[src/design/sbeu_pkg.sv]
// ----------------------------------------------------------------------------
// sbeu_pkg
// Shared types, opcodes and constants of the stack bytecode execute unit.
// ----------------------------------------------------------------------------
package sbeu_pkg;

  localparam int STACK_DEPTH_DEF  = 256;
  localparam int LOCALS_DEF       = 256;
  localparam int GLOBALS_DEF      = 256;
  localparam int CALL_DEPTH_DEF   = 8;

  localparam logic [63:0] GLOBAL_BASE = 64'd256;
  localparam int LIDX_W = 8;
  localparam int GIDX_W = 12;
  localparam int QUEUE_DEPTH = 2;

  localparam int IN_DATA_W  = 104;
  localparam int OUT_DATA_W = 112;
  localparam int CFG_IDX_W  = 1;
  localparam int CFG_DATA_W = 32;

  localparam logic [CFG_IDX_W-1:0] REG_START   = 1'd0;
  localparam logic [CFG_IDX_W-1:0] REG_RESTART = 1'd1;

  localparam logic [5:0] OP_GDECL   = 6'd0;
  localparam logic [5:0] OP_LDECL   = 6'd1;
  localparam logic [5:0] OP_STORE   = 6'd2;
  localparam logic [5:0] OP_LOAD    = 6'd3;
  localparam logic [5:0] OP_BITTEST = 6'd4;
  localparam logic [5:0] OP_PUSH    = 6'd5;
  localparam logic [5:0] OP_JMP     = 6'd6;
  localparam logic [5:0] OP_JT      = 6'd7;
  localparam logic [5:0] OP_JF      = 6'd8;
  localparam logic [5:0] OP_CALL    = 6'd9;
  localparam logic [5:0] OP_RET     = 6'd10;
  localparam logic [5:0] OP_INC     = 6'd11;
  localparam logic [5:0] OP_DEC     = 6'd12;
  localparam logic [5:0] OP_ADD     = 6'd13;
  localparam logic [5:0] OP_SUB     = 6'd14;
  localparam logic [5:0] OP_MUL     = 6'd15;
  localparam logic [5:0] OP_DIV     = 6'd16;
  localparam logic [5:0] OP_MOD     = 6'd17;
  localparam logic [5:0] OP_LT      = 6'd18;
  localparam logic [5:0] OP_LE      = 6'd19;
  localparam logic [5:0] OP_GT      = 6'd20;
  localparam logic [5:0] OP_GE      = 6'd21;
  localparam logic [5:0] OP_EQ      = 6'd22;
  localparam logic [5:0] OP_NE      = 6'd23;
  localparam logic [5:0] OP_SHL     = 6'd24;
  localparam logic [5:0] OP_SHR     = 6'd25;
  localparam logic [5:0] OP_OR      = 6'd26;
  localparam logic [5:0] OP_AND     = 6'd27;
  localparam logic [5:0] OP_XOR     = 6'd28;
  localparam logic [5:0] OP_LNOT    = 6'd29;
  localparam logic [5:0] OP_BNOT    = 6'd30;
  localparam logic [5:0] OP_NORET   = 6'd31;
  localparam logic [5:0] OP_DROP    = 6'd32;

  localparam logic [2:0] ERR_OK     = 3'd0;
  localparam logic [2:0] ERR_OVER   = 3'd1;
  localparam logic [2:0] ERR_UNDER  = 3'd2;
  localparam logic [2:0] ERR_DIVZ   = 3'd3;
  localparam logic [2:0] ERR_CDEPTH = 3'd4;
  localparam logic [2:0] ERR_INDEX  = 3'd5;

  typedef struct packed {
    logic [5:0]        op;
    logic [63:0]       operand;
    logic              is_array;
    logic [31:0]       next_address;
    logic              var_local;
    logic              var_ok;
    logic              decl_ok;
    logic [LIDX_W-1:0] lidx;
    logic [GIDX_W-1:0] gidx;
  } item_t;

  typedef struct packed {
    logic [31:0] next_pc;
    logic [63:0] top_value;
    logic [8:0]  stack_depth;
    logic        halted;
    logic [2:0]  error_code;
  } res_t;

endpackage

[src/design/sbeu_queue.sv]
// ----------------------------------------------------------------------------
// sbeu_queue
// Short queue of classified instructions between front and back.
// ----------------------------------------------------------------------------
module sbeu_queue (
  input  logic            clk,
  input  logic            rst,
  input  logic            in_valid,
  output logic            in_ready,
  input  sbeu_pkg::item_t in_item,
  output logic            out_valid,
  input  logic            out_ready,
  output sbeu_pkg::item_t out_item
);

  localparam int PW = $clog2(sbeu_pkg::QUEUE_DEPTH);

  sbeu_pkg::item_t   slots [sbeu_pkg::QUEUE_DEPTH];
  logic [PW-1:0]     wr_ptr;
  logic [PW-1:0]     rd_ptr;
  logic [PW:0]       count;
  logic              push;
  logic              pop;

  assign in_ready  = count != (PW+1)'(sbeu_pkg::QUEUE_DEPTH);
  assign out_valid = count != '0;
  assign out_item  = slots[rd_ptr];
  assign push      = in_valid && in_ready;
  assign pop       = out_valid && out_ready;

  always_ff @(posedge clk) begin
    if (rst) begin
      wr_ptr <= '0;
      rd_ptr <= '0;
      count  <= '0;
    end else begin
      if (push) begin
        wr_ptr <= (wr_ptr == PW'(sbeu_pkg::QUEUE_DEPTH - 1)) ? '0 : wr_ptr + 1'b1;
      end
      if (pop) begin
        rd_ptr <= (rd_ptr == PW'(sbeu_pkg::QUEUE_DEPTH - 1)) ? '0 : rd_ptr + 1'b1;
      end
      if (push && !pop) begin
        count <= count + 1'b1;
      end else if (pop && !push) begin
        count <= count - 1'b1;
      end
    end
  end

  always_ff @(posedge clk) begin
    if (push) begin
      slots[wr_ptr] <= in_item;
    end
  end

endmodule

[config.mk]
export PLATFORM = sky130hd
export DESIGN_NAME = sbeu_queue
export DESIGN_NICKNAME = d
export VERILOG_FILES = /design/src/design/sbeu_pkg.sv /design/src/design/sbeu_queue.sv
export SDC_FILE = /design/constraint.sdc
export NUM_CORES = 1
export LEC_CHECK = 0
export ABC_AREA = 1
export BUFFER_PORTS_ARGS = -buffer_cell sky130_fd_sc_hd__buf_2
export CAP_MARGIN = 0
export CORE_ASPECT_RATIO = 0.75
export CORE_MARGIN = 5
export CORE_UTILIZATION = 40
export CTS_CLUSTER_SIZE = 25
export DETAILED_ROUTE_END_ITERATION = 10
export GPL_ROUTABILITY_DRIVEN = 0
export PLACE_DENSITY = 0.66
export SLEW_MARGIN = 20
export SYNTH_ARGS = -nofsm -noshare
export SYNTH_HDL_FRONTEND = slang
export SYNTH_SLANG_ARGS = --single-unit
[constraint.sdc]
create_clock -name clk -period 7.9 [get_ports clk]
set_input_delay 0.79 -clock clk [delete_from_list [all_inputs] [get_ports clk]]
set_output_delay 0.79 -clock clk [all_outputs]
set_load 0.02 [all_outputs]
==> reports/results.ini <==
[die]
ios = 258
die_h_um = 143
coreArea_um2 = 23200
die_area_um2 = 26900
initial_utilization_pct = 40.9
die_w_um = 188
rows = 48

[sta]
finalCritPeriodShare_pct = 48.3
setup_viol = 0
fin_crit_ps = 3820
fmax_mhz = 262
timing_hold_violations_final = 0
clock_skew_ps = 5.03
rsz0062_at_grt = no
drv_slew = 0
tightest_slew_ps = 1020
fin_tns_setup_ps = 0
maxSlewHeadroom_pct = 32.2

[cts]
insertion_delay_ps = 510
clkTransAtPathRegs_ps = 60
postCtsSetupRepairBufs = 0
post_cts_resized = 0
cts_tree = yes
clk_path_buf_depth = 3
h-tree-depth = 1
cts_buffers = 25
ctsHoldBuffers = 0
root_buffer = clkbuf_16
clock-sinks = 257

[synth]
post_synth.cell_area_avg_um2 = 22.1
synth_seq_cells = 257
yosysSeqAreaShare_pct = 80.9
synth_cells = 429
yosysWarnings = 0
ys_types = 14
syn-cell-area_um2 = 9480
syn_nets = 560

[global_routing]
first_global_vias = 5338
grt_overflow = 0
grt_pass1_wl_mm = 29.8
grt_max_degree = 73
antenna_found_initial = 0
grt.total_usage_pct = 13.9

[layout]
area_growth_pct = 24.4
final_nets = 835
layout-drive-gt1-share_pct = 58.6
instances_no_fill = 1019
final_cell_area_um2 = 11800
num_antenna_cells = 0

[placement]
io_buffers = 257
hpwl_mm = 13.3
placed_cells = 977
dpl_cell_area_um2 = 11100

[power_and_ir_drop]
power_leakage_nw = 4.46
max-vdd-ir-drop_v = 0.000175
power_density_nw_per_um2 = 324

[worst_setup_path]
crit_chain = buf_4, mux2_2, buf_2
cp_max_fo = 68
worst_ep_required_time_ps = 7110
r2r_slack_ps = 5840
critPathMaxStageDelay_ps = 940
crit_slowest_cell = dfxtp_4
setup.worst_path.start_class = flop
end_kind = primary output
path_class = flop to primary output
worst_ep_arrival_time_ps = 3030

[drt]
drc = 0
wl_per_cell_um = 19.0
drtIter0Drc = 319
wirelength_mm = 19.4
viasPerCell = 4.79
vias = 4877
ant_nets = 0
dr.pass1.iters = 4

[flow_run]
cap_violations = 0

[min_path]
hold_path_class = input port to flop

[outcome]
status = finished clean

## per-stage QoR
step | worst slack, ps | hold slack (ps) | power, mW | utilization (%)
after floorplan | 1160 | 465 | 2.53 | -
after global placement | 4620 | 483 | 2.79 | 47.9
after detailed placement | 4560 | 525 | 2.82 | 47.9
after CTS | 3990 | 432 | 3.88 | 50.9
after global routing | 3860 | 436 | 4.00 | 50.9
final | 4080 | 465 | 3.82 | 50.9
## per-layer routing
| metal | up-vias | wire length [um] | global-route usage, % |
|---|---|---|---|
| met5 | - | 0 | 0 |
| met4 | 0 | 372 | 3.01 |
| met3 | 24 | 1530 | 4.44 |
| met2 | 211 | 8890 | 21.9 |
| met1 | 2408 | 8620 | 19.1 |
| li1 | 2234 | - | - |
## report_power, final
part | total, mW | internal [mW] | switching, mW
Sequential | 1.81 | 1.73 | 0.0821
Combinational | 0.969 | 0.390 | 0.579
Clock | 1.04 | 0.581 | 0.460
## path summary, 6_finish.rpt
check,start,end,cells past startpoint
setup / recovery,flop,out_item[3],3
hold / removal,in_item[120],slots[1][120],1
setup reg to reg,count[0],slots[0][108],5
hold reg to reg,wr_ptr,wr_ptr,2
## kinds of logic (layout without fill, tap and decap cells)
| kind of cell | after synthesis | after routing | share of synthesized area (%) |
|---|---|---|---|
| flops | 257 | 257 | 80.9 |
| mux | 126 | 126 | 16.5 |
| buf+inv | 22 | 312 | 1.45 |
| simple gates | 19 | 19 | 0.805 |
| compound gates | 4 | 4 | 0.211 |
| fa+ha+maj | 1 | 1 | 0.132 |
## critical path: cells and delay by family (launching register included)
kind | cells | cell delay (ps)
buffers and inverters | 2 | 1050
flip-flops | 1 | 940
multiplexers | 1 | 420
## final cells by class
type | instances | area (um^2)
clock inverter | 8 | 42.5
timing repair buffer | 262 | 1320
tap | 300 | 375
sequential | 257 | 7670
inverter | 8 | 30.0
fill | 1900 | 11400
multi-input combinational | 150 | 1690
clock buffer | 34 | 659
## flip-flops by register name, indices dropped and copies added, names as in the netlist, named ones only
register	count
count	2
rd_ptr	1
slots	252
wr_ptr	1
## placed cells by master, fill, tap and decap left out, drive strengths merged
master,Yosys,routed
dfxtp,5,5
nand2,9,9
nand4,1,1
ha,1,1
buf,14,262
clkinv,0,6
clkbuf,0,34
o21ai,2,2
inv,8,9
mux2,126,126
edfxtp,252,252
nor2,7,7
nand3,2,2
a21oi,2,2
clkinvlp,0,1
## synth_stat cells, drive strengths merged
library cell / count / share of area (%)
a21oi: 2 / 0.11
buf: 14 / 1.1
dfxtp: 5 / 1.1
edfxtp: 252 / 80
ha: 1 / 0.13
inv: 8 / 0.32
mux2: 126 / 17
nand2: 9 / 0.36
nand3: 2 / 0.11
nand4: 1 / 0.066
nor2: 7 / 0.28
o21ai: 2 / 0.11
No activity file was read; power rests on OpenSTA's default activity.
