===== src/design/sbeu_pkg.sv =====
// ----------------------------------------------------------------------------
// sbeu_pkg
// Shared types, opcodes and constants of the stack bytecode execute unit.
// ----------------------------------------------------------------------------
package sbeu_pkg;

  localparam int STACK_DEPTH_DEF  = 256;
  localparam int LOCALS_DEF       = 256;
  localparam int GLOBALS_DEF      = 256;
  localparam int CALL_DEPTH_DEF   = 8;

  localparam logic [63:0] GLOBAL_BASE = 64'd256;
  localparam int LIDX_W = 8;
  localparam int GIDX_W = 12;
  localparam int QUEUE_DEPTH = 2;

  localparam int IN_DATA_W  = 104;
  localparam int OUT_DATA_W = 112;
  localparam int CFG_IDX_W  = 1;
  localparam int CFG_DATA_W = 32;

  localparam logic [CFG_IDX_W-1:0] REG_START   = 1'd0;
  localparam logic [CFG_IDX_W-1:0] REG_RESTART = 1'd1;

  localparam logic [5:0] OP_GDECL   = 6'd0;
  localparam logic [5:0] OP_LDECL   = 6'd1;
  localparam logic [5:0] OP_STORE   = 6'd2;
  localparam logic [5:0] OP_LOAD    = 6'd3;
  localparam logic [5:0] OP_BITTEST = 6'd4;
  localparam logic [5:0] OP_PUSH    = 6'd5;
  localparam logic [5:0] OP_JMP     = 6'd6;
  localparam logic [5:0] OP_JT      = 6'd7;
  localparam logic [5:0] OP_JF      = 6'd8;
  localparam logic [5:0] OP_CALL    = 6'd9;
  localparam logic [5:0] OP_RET     = 6'd10;
  localparam logic [5:0] OP_INC     = 6'd11;
  localparam logic [5:0] OP_DEC     = 6'd12;
  localparam logic [5:0] OP_ADD     = 6'd13;
  localparam logic [5:0] OP_SUB     = 6'd14;
  localparam logic [5:0] OP_MUL     = 6'd15;
  localparam logic [5:0] OP_DIV     = 6'd16;
  localparam logic [5:0] OP_MOD     = 6'd17;
  localparam logic [5:0] OP_LT      = 6'd18;
  localparam logic [5:0] OP_LE      = 6'd19;
  localparam logic [5:0] OP_GT      = 6'd20;
  localparam logic [5:0] OP_GE      = 6'd21;
  localparam logic [5:0] OP_EQ      = 6'd22;
  localparam logic [5:0] OP_NE      = 6'd23;
  localparam logic [5:0] OP_SHL     = 6'd24;
  localparam logic [5:0] OP_SHR     = 6'd25;
  localparam logic [5:0] OP_OR      = 6'd26;
  localparam logic [5:0] OP_AND     = 6'd27;
  localparam logic [5:0] OP_XOR     = 6'd28;
  localparam logic [5:0] OP_LNOT    = 6'd29;
  localparam logic [5:0] OP_BNOT    = 6'd30;
  localparam logic [5:0] OP_NORET   = 6'd31;
  localparam logic [5:0] OP_DROP    = 6'd32;

  localparam logic [2:0] ERR_OK     = 3'd0;
  localparam logic [2:0] ERR_OVER   = 3'd1;
  localparam logic [2:0] ERR_UNDER  = 3'd2;
  localparam logic [2:0] ERR_DIVZ   = 3'd3;
  localparam logic [2:0] ERR_CDEPTH = 3'd4;
  localparam logic [2:0] ERR_INDEX  = 3'd5;

  typedef struct packed {
    logic [5:0]        op;
    logic [63:0]       operand;
    logic              is_array;
    logic [31:0]       next_address;
    logic              var_local;
    logic              var_ok;
    logic              decl_ok;
    logic [LIDX_W-1:0] lidx;
    logic [GIDX_W-1:0] gidx;
  } item_t;

  typedef struct packed {
    logic [31:0] next_pc;
    logic [63:0] top_value;
    logic [8:0]  stack_depth;
    logic        halted;
    logic [2:0]  error_code;
  } res_t;

endpackage


===== src/design/sbeu_front.sv =====
// ----------------------------------------------------------------------------
// sbeu_front
// Accepts instruction transactions and classifies the variable index.
// ----------------------------------------------------------------------------
module sbeu_front #(
  parameter int LOCALS_PER_FRAME = sbeu_pkg::LOCALS_DEF,
  parameter int GLOBAL_SLOTS     = sbeu_pkg::GLOBALS_DEF
) (
  input  logic                           clk,
  input  logic                           rst,
  input  logic                           s_tvalid,
  output logic                           s_tready,
  input  logic [sbeu_pkg::IN_DATA_W-1:0] s_tdata,
  input  logic                           s_tuser,
  output logic                           q_valid,
  input  logic                           q_ready,
  output sbeu_pkg::item_t                q_item
);

  logic            fv;
  sbeu_pkg::item_t fitem;
  sbeu_pkg::item_t dec;
  logic [63:0]     gofs;

  always_comb begin
    dec              = '0;
    dec.op           = s_tdata[5:0];
    dec.operand      = s_tdata[69:6];
    dec.next_address = s_tdata[101:70];
    dec.is_array     = s_tuser;
    gofs             = dec.operand - sbeu_pkg::GLOBAL_BASE;
    dec.var_local    = dec.operand < sbeu_pkg::GLOBAL_BASE;
    dec.var_ok       = dec.var_local ? (dec.operand < 64'(LOCALS_PER_FRAME))
                                     : (gofs < 64'(GLOBAL_SLOTS));
    dec.decl_ok      = dec.var_ok && ((dec.op == sbeu_pkg::OP_GDECL) == !dec.var_local);
    dec.lidx         = dec.operand[sbeu_pkg::LIDX_W-1:0];
    dec.gidx         = gofs[sbeu_pkg::GIDX_W-1:0];
  end

  assign s_tready = !fv || q_ready;
  assign q_valid  = fv;
  assign q_item   = fitem;

  always_ff @(posedge clk) begin
    if (rst) begin
      fv <= 1'b0;
    end else if (s_tready) begin
      fv <= s_tvalid;
    end
  end

  always_ff @(posedge clk) begin
    if (s_tvalid && s_tready) begin
      fitem <= dec;
    end
  end

endmodule


===== config.mk =====
export PLATFORM = sky130hd
export DESIGN_NAME = sbeu_front
export DESIGN_NICKNAME = d
export VERILOG_FILES = /design/src/design/sbeu_pkg.sv /design/src/design/sbeu_front.sv
export SDC_FILE = /design/constraint.sdc
export NUM_CORES = 1
export LEC_CHECK = 0
export ABC_AREA = 1
export ABC_CLOCK_PERIOD_IN_PS = 6700
export BUFFER_PORTS_ARGS = -buffer_cell sky130_fd_sc_hd__buf_2
export CAP_MARGIN = 20
export CORE_AREA = 3 3 123 125
export CTS_CLUSTER_DIAMETER = 50
export DETAILED_ROUTE_END_ITERATION = 10
export DIE_AREA = 0 0 126 128
export HOLD_SLACK_MARGIN = 0.08
export PLACE_DENSITY = 0.83
export SYNTH_ARGS = -nofsm -noshare
export SYNTH_HDL_FRONTEND = slang
export SYNTH_SLANG_ARGS = --single-unit

===== constraint.sdc =====
create_clock -name clk -period 6.7 [get_ports clk]
set_input_delay 0.67 -clock clk [delete_from_list [all_inputs] [get_ports clk]]
set_output_delay 0.67 -clock clk [all_outputs]
set_load 0.005 [all_outputs]

==> metrics.md <==
| Metric | Value |
|---|---|
| CP Cell Sequence | buf_2 -> inv_1 -> a21oi_4 -> buf_4 |
| Post-CTS Setup Inserts | 0 |
| Synthesis-stage register bit count | 111 |
| Synth Area in Compound Gates | 0.0164 |
| DR WL/cell | 15.3 um |
| Worst path bufs/invs | 3 |
| 1st-iter DRT viols | 318 |
| Overall power | 0.00151 W |
| Final hold violation count | 0 |
| Synth Area in XOR/XNOR | 0.0171 |
| 1st-pass router iterations | 5 |
| Initial antenna violation count | 2 |
| Worst hold path type | primary input to flop |
| Reg2reg path depth | 2 |
| Total number of yosys warnings | 0 |
| Peak Freq | 399 MHz |
| Die X | 126 um |
| Crit-path max FO | 81 |
| Core footprint | 14000 um2 |
| TNS Setup | 0 ns |
| Crit path depth | 4 |
| Crit path kind | primary input to flop |
| DR vias | 4827 |
| R2r setup slk | 4.30 ns |
| Via/cell ratio | 4.72 |
| Placed inst area | 6920 um2 |
| Die H | 128 um |
| Final instance area | 7220 um2 |
| Global route overflow | 0 |
| Final setup vio count | 0 |
| Max clock buf depth | 2 |
| Critical Path Sink Type | flop |
| Top delay family on crit path | buffers and inverters |
| First-pass GRT wire length | 23900 um |
| RSZ-0062 raised after global routing | no |
| Worst EP arrival | 2.48 ns |
| Clock sinks | 111 |
| Tightest Pin Transition | 0.969 ns |
| Register area share after synthesis | 0.590 |
| Max-slew headroom at the worst pin | 0.354 |
| Worst hold path cell count | 2 |
| Post-DP HPWL | 13000 um |
| DRT antenna net count | 0 |
| GRT Resource Usage Total | 0.192 |
| Tcrit/Tclk final | 0.374 |
| Synth Flop Type | edfxtp_1 |
| CTS Root Cell | clkbuf_16 |
| CP Launch Type | primary input |
| Ys async rst share | 0 |
| Vias in the first global route | 4666 |
| Hold-fix buffers, CTS | 0 |
| Avg Cell Area, Syn | 9.32 um2 |
| Port buffer count | 234 |
| Post-synth EDFFs | 110 |
| Die ar. | 16100 um2 |
| Synth Cell Area | 5630 um2 |
| Layout Nets | 945 |
| Final Max Slew Viols | 0 |
| Syn_nets | 715 |
| Num CTS Buffers | 9 |
| Pin count of the biggest net entering global routing | 82 |
| Post_cts resized | 0 |
| VDD IR max | 0.117 mV |
| Post-synthesis instance total | 604 |
| Worst skew pair latency | 0.35 ns |
| Area grow syn2layout | 28.2% |
| GPL Wtd Cong | 0.928 |
| Status | complete, no violations |
| Share of layout cells above drive strength 1 | 0.348 |
| Synth unique cells | 29 |
| Leak Pwr | 3.15 nW |
| H-tree Lvls | 3 |
| Ports | 237 |
| Final Skew | 0.00973 ns |
| Max-Cap Viols | 0 |
| Worst path max stage delay | 0.88 ns |
| CTS tree | built |
| Core Rows | 43 |
| Simple-gate share of the synthesized area | 0.317 |
| PwrDens | 210 nW/um2 |
| Slowest-stage cell, CP | buf_4 |
| DRT Wirelength | 15700 um |
| Worst slack, placed | 3.76 ns |
| Fraction of the mapped netlist area in adder cells | 0.00445 |
| Critical path required time | 6.67 ns |
| CTS clk-pin slew, worst paths | 0.07 ns |
| DR DRC count | 0 |
| Initial Utilization | 0.402 |
| Largest family of logic cells by synthesized area | simple AND/OR/NAND/NOR gates |
| Final Worst Setup Slack | 4.19 ns |
| Post-synthesis mux area share | 0 |
| Post-layout minimum cycle time | 2.51 ns |
==> synth_stat cells (2+ instances only) <==
cell type	instances	area, um2
a21boi_0	2	15.0
a21oi_1	2	10.0
and2_1	5	31.3
buf_4	16	120
edfxtp_1	110	3300
ha_1	2	25.0
inv_1	46	173
inv_2	3	11.3
nand2_1	185	694
nand2_2	8	50.1
nand2_4	2	22.5
nand3_1	20	100
nand3b_1	9	67.6
nand4_1	7	43.8
nor2_1	132	495
nor2_2	14	87.6
nor2_4	10	113
nor2_8	2	40.0
o21ai_0	7	35.0
o21ai_1	2	10.0
o21bai_1	3	22.5
xnor2_1	2	17.5
xor2_1	9	78.8
==> worst paths after layout <==
| check | from | endpoint |
|---|---|---|
| setup / recovery | q_ready | q_item[111] |
| hold reg to reg | q_valid | q_valid |
| setup reg to reg | q_valid | q_item[111] |
| hold / removal | rst | q_valid |
==> worst reg2reg max path, stage by stage, from the launching register on <==
cell     delay [ns]
dfxtp_1        0.35
a21oi_4        0.75
buf_4          0.88
==> per-layer routing <==
metal / vias to the layer above / track usage / wire, um
met4: 0 / 0.0662 / 314
met2: 220 / 0.342 / 7980
li1: 2410 / - / -
met3: 19 / 0.0467 / 1270
met1: 2178 / 0.229 / 6090
met5: - / 0 / 0
==> power by group <==
group | internal (W) | switching, W | leakage, nW
sequential | 0.000812 | 0.0000102 | 1.07
combinational | 0.0000695 | 0.000106 | 1.94
clock | 0.000263 | 0.000255 | 0.142
total | 0.00114 | 0.000371 | 3.15
==> through the flow <==
stage / instances / utilization / hold slack [ns]
floorplan: 604 / - / 0.507
global placement: 1003 / 0.495 / 0.511
detailed placement: 1003 / 0.495 / 0.539
CTS: 1019 / 0.515 / 0.451
global route: 1022 / 0.516 / 0.450
finish: 1022 / 0.516 / 0.468
==> flip-flops by register name (all words and copies together) (netlist names) <==
name     count
q_valid      1
q_item     110
==> logic make-up after synthesis <==
kind of cell             Yosys count
XOR/XNOR                          11
adder cells (fa/ha/maj)            2
flip-flops                       111
buffers and inverters             66
AND/OR/NAND/NOR                  398
AO/OA/AOI/OAI                     16
==> placed cells by master, fill, tap and decap left out, types with 7 or more instances in the layout <==
| cell type | count |
|---|---|
| nand3_1 | 20 |
| nand3b_1 | 9 |
| nor2_1 | 132 |
| o21ai_0 | 7 |
| nor2_2 | 14 |
| buf_2 | 234 |
| nand2_2 | 8 |
| xor2_1 | 9 |
| edfxtp_1 | 110 |
| clkbuf_16 | 9 |
| nor2_4 | 10 |
| nand2_1 | 185 |
| nand4_1 | 7 |
| inv_1 | 46 |
==> cell type report <==
| type | count | area, um2 |
|---|---|---|
| antenna | 3 | 7.51 |
| tap | 180 | 225 |
| clock inverter | 6 | 57.6 |
| inverter | 50 | 188 |
| fill | 1349 | 6770 |
| clock buffer | 10 | 229 |
| multi-input combinational | 427 | 2010 |
| timing repair buffer | 235 | 1180 |
| sequential | 111 | 3320 |
Power figures use the tool's default switching activity.
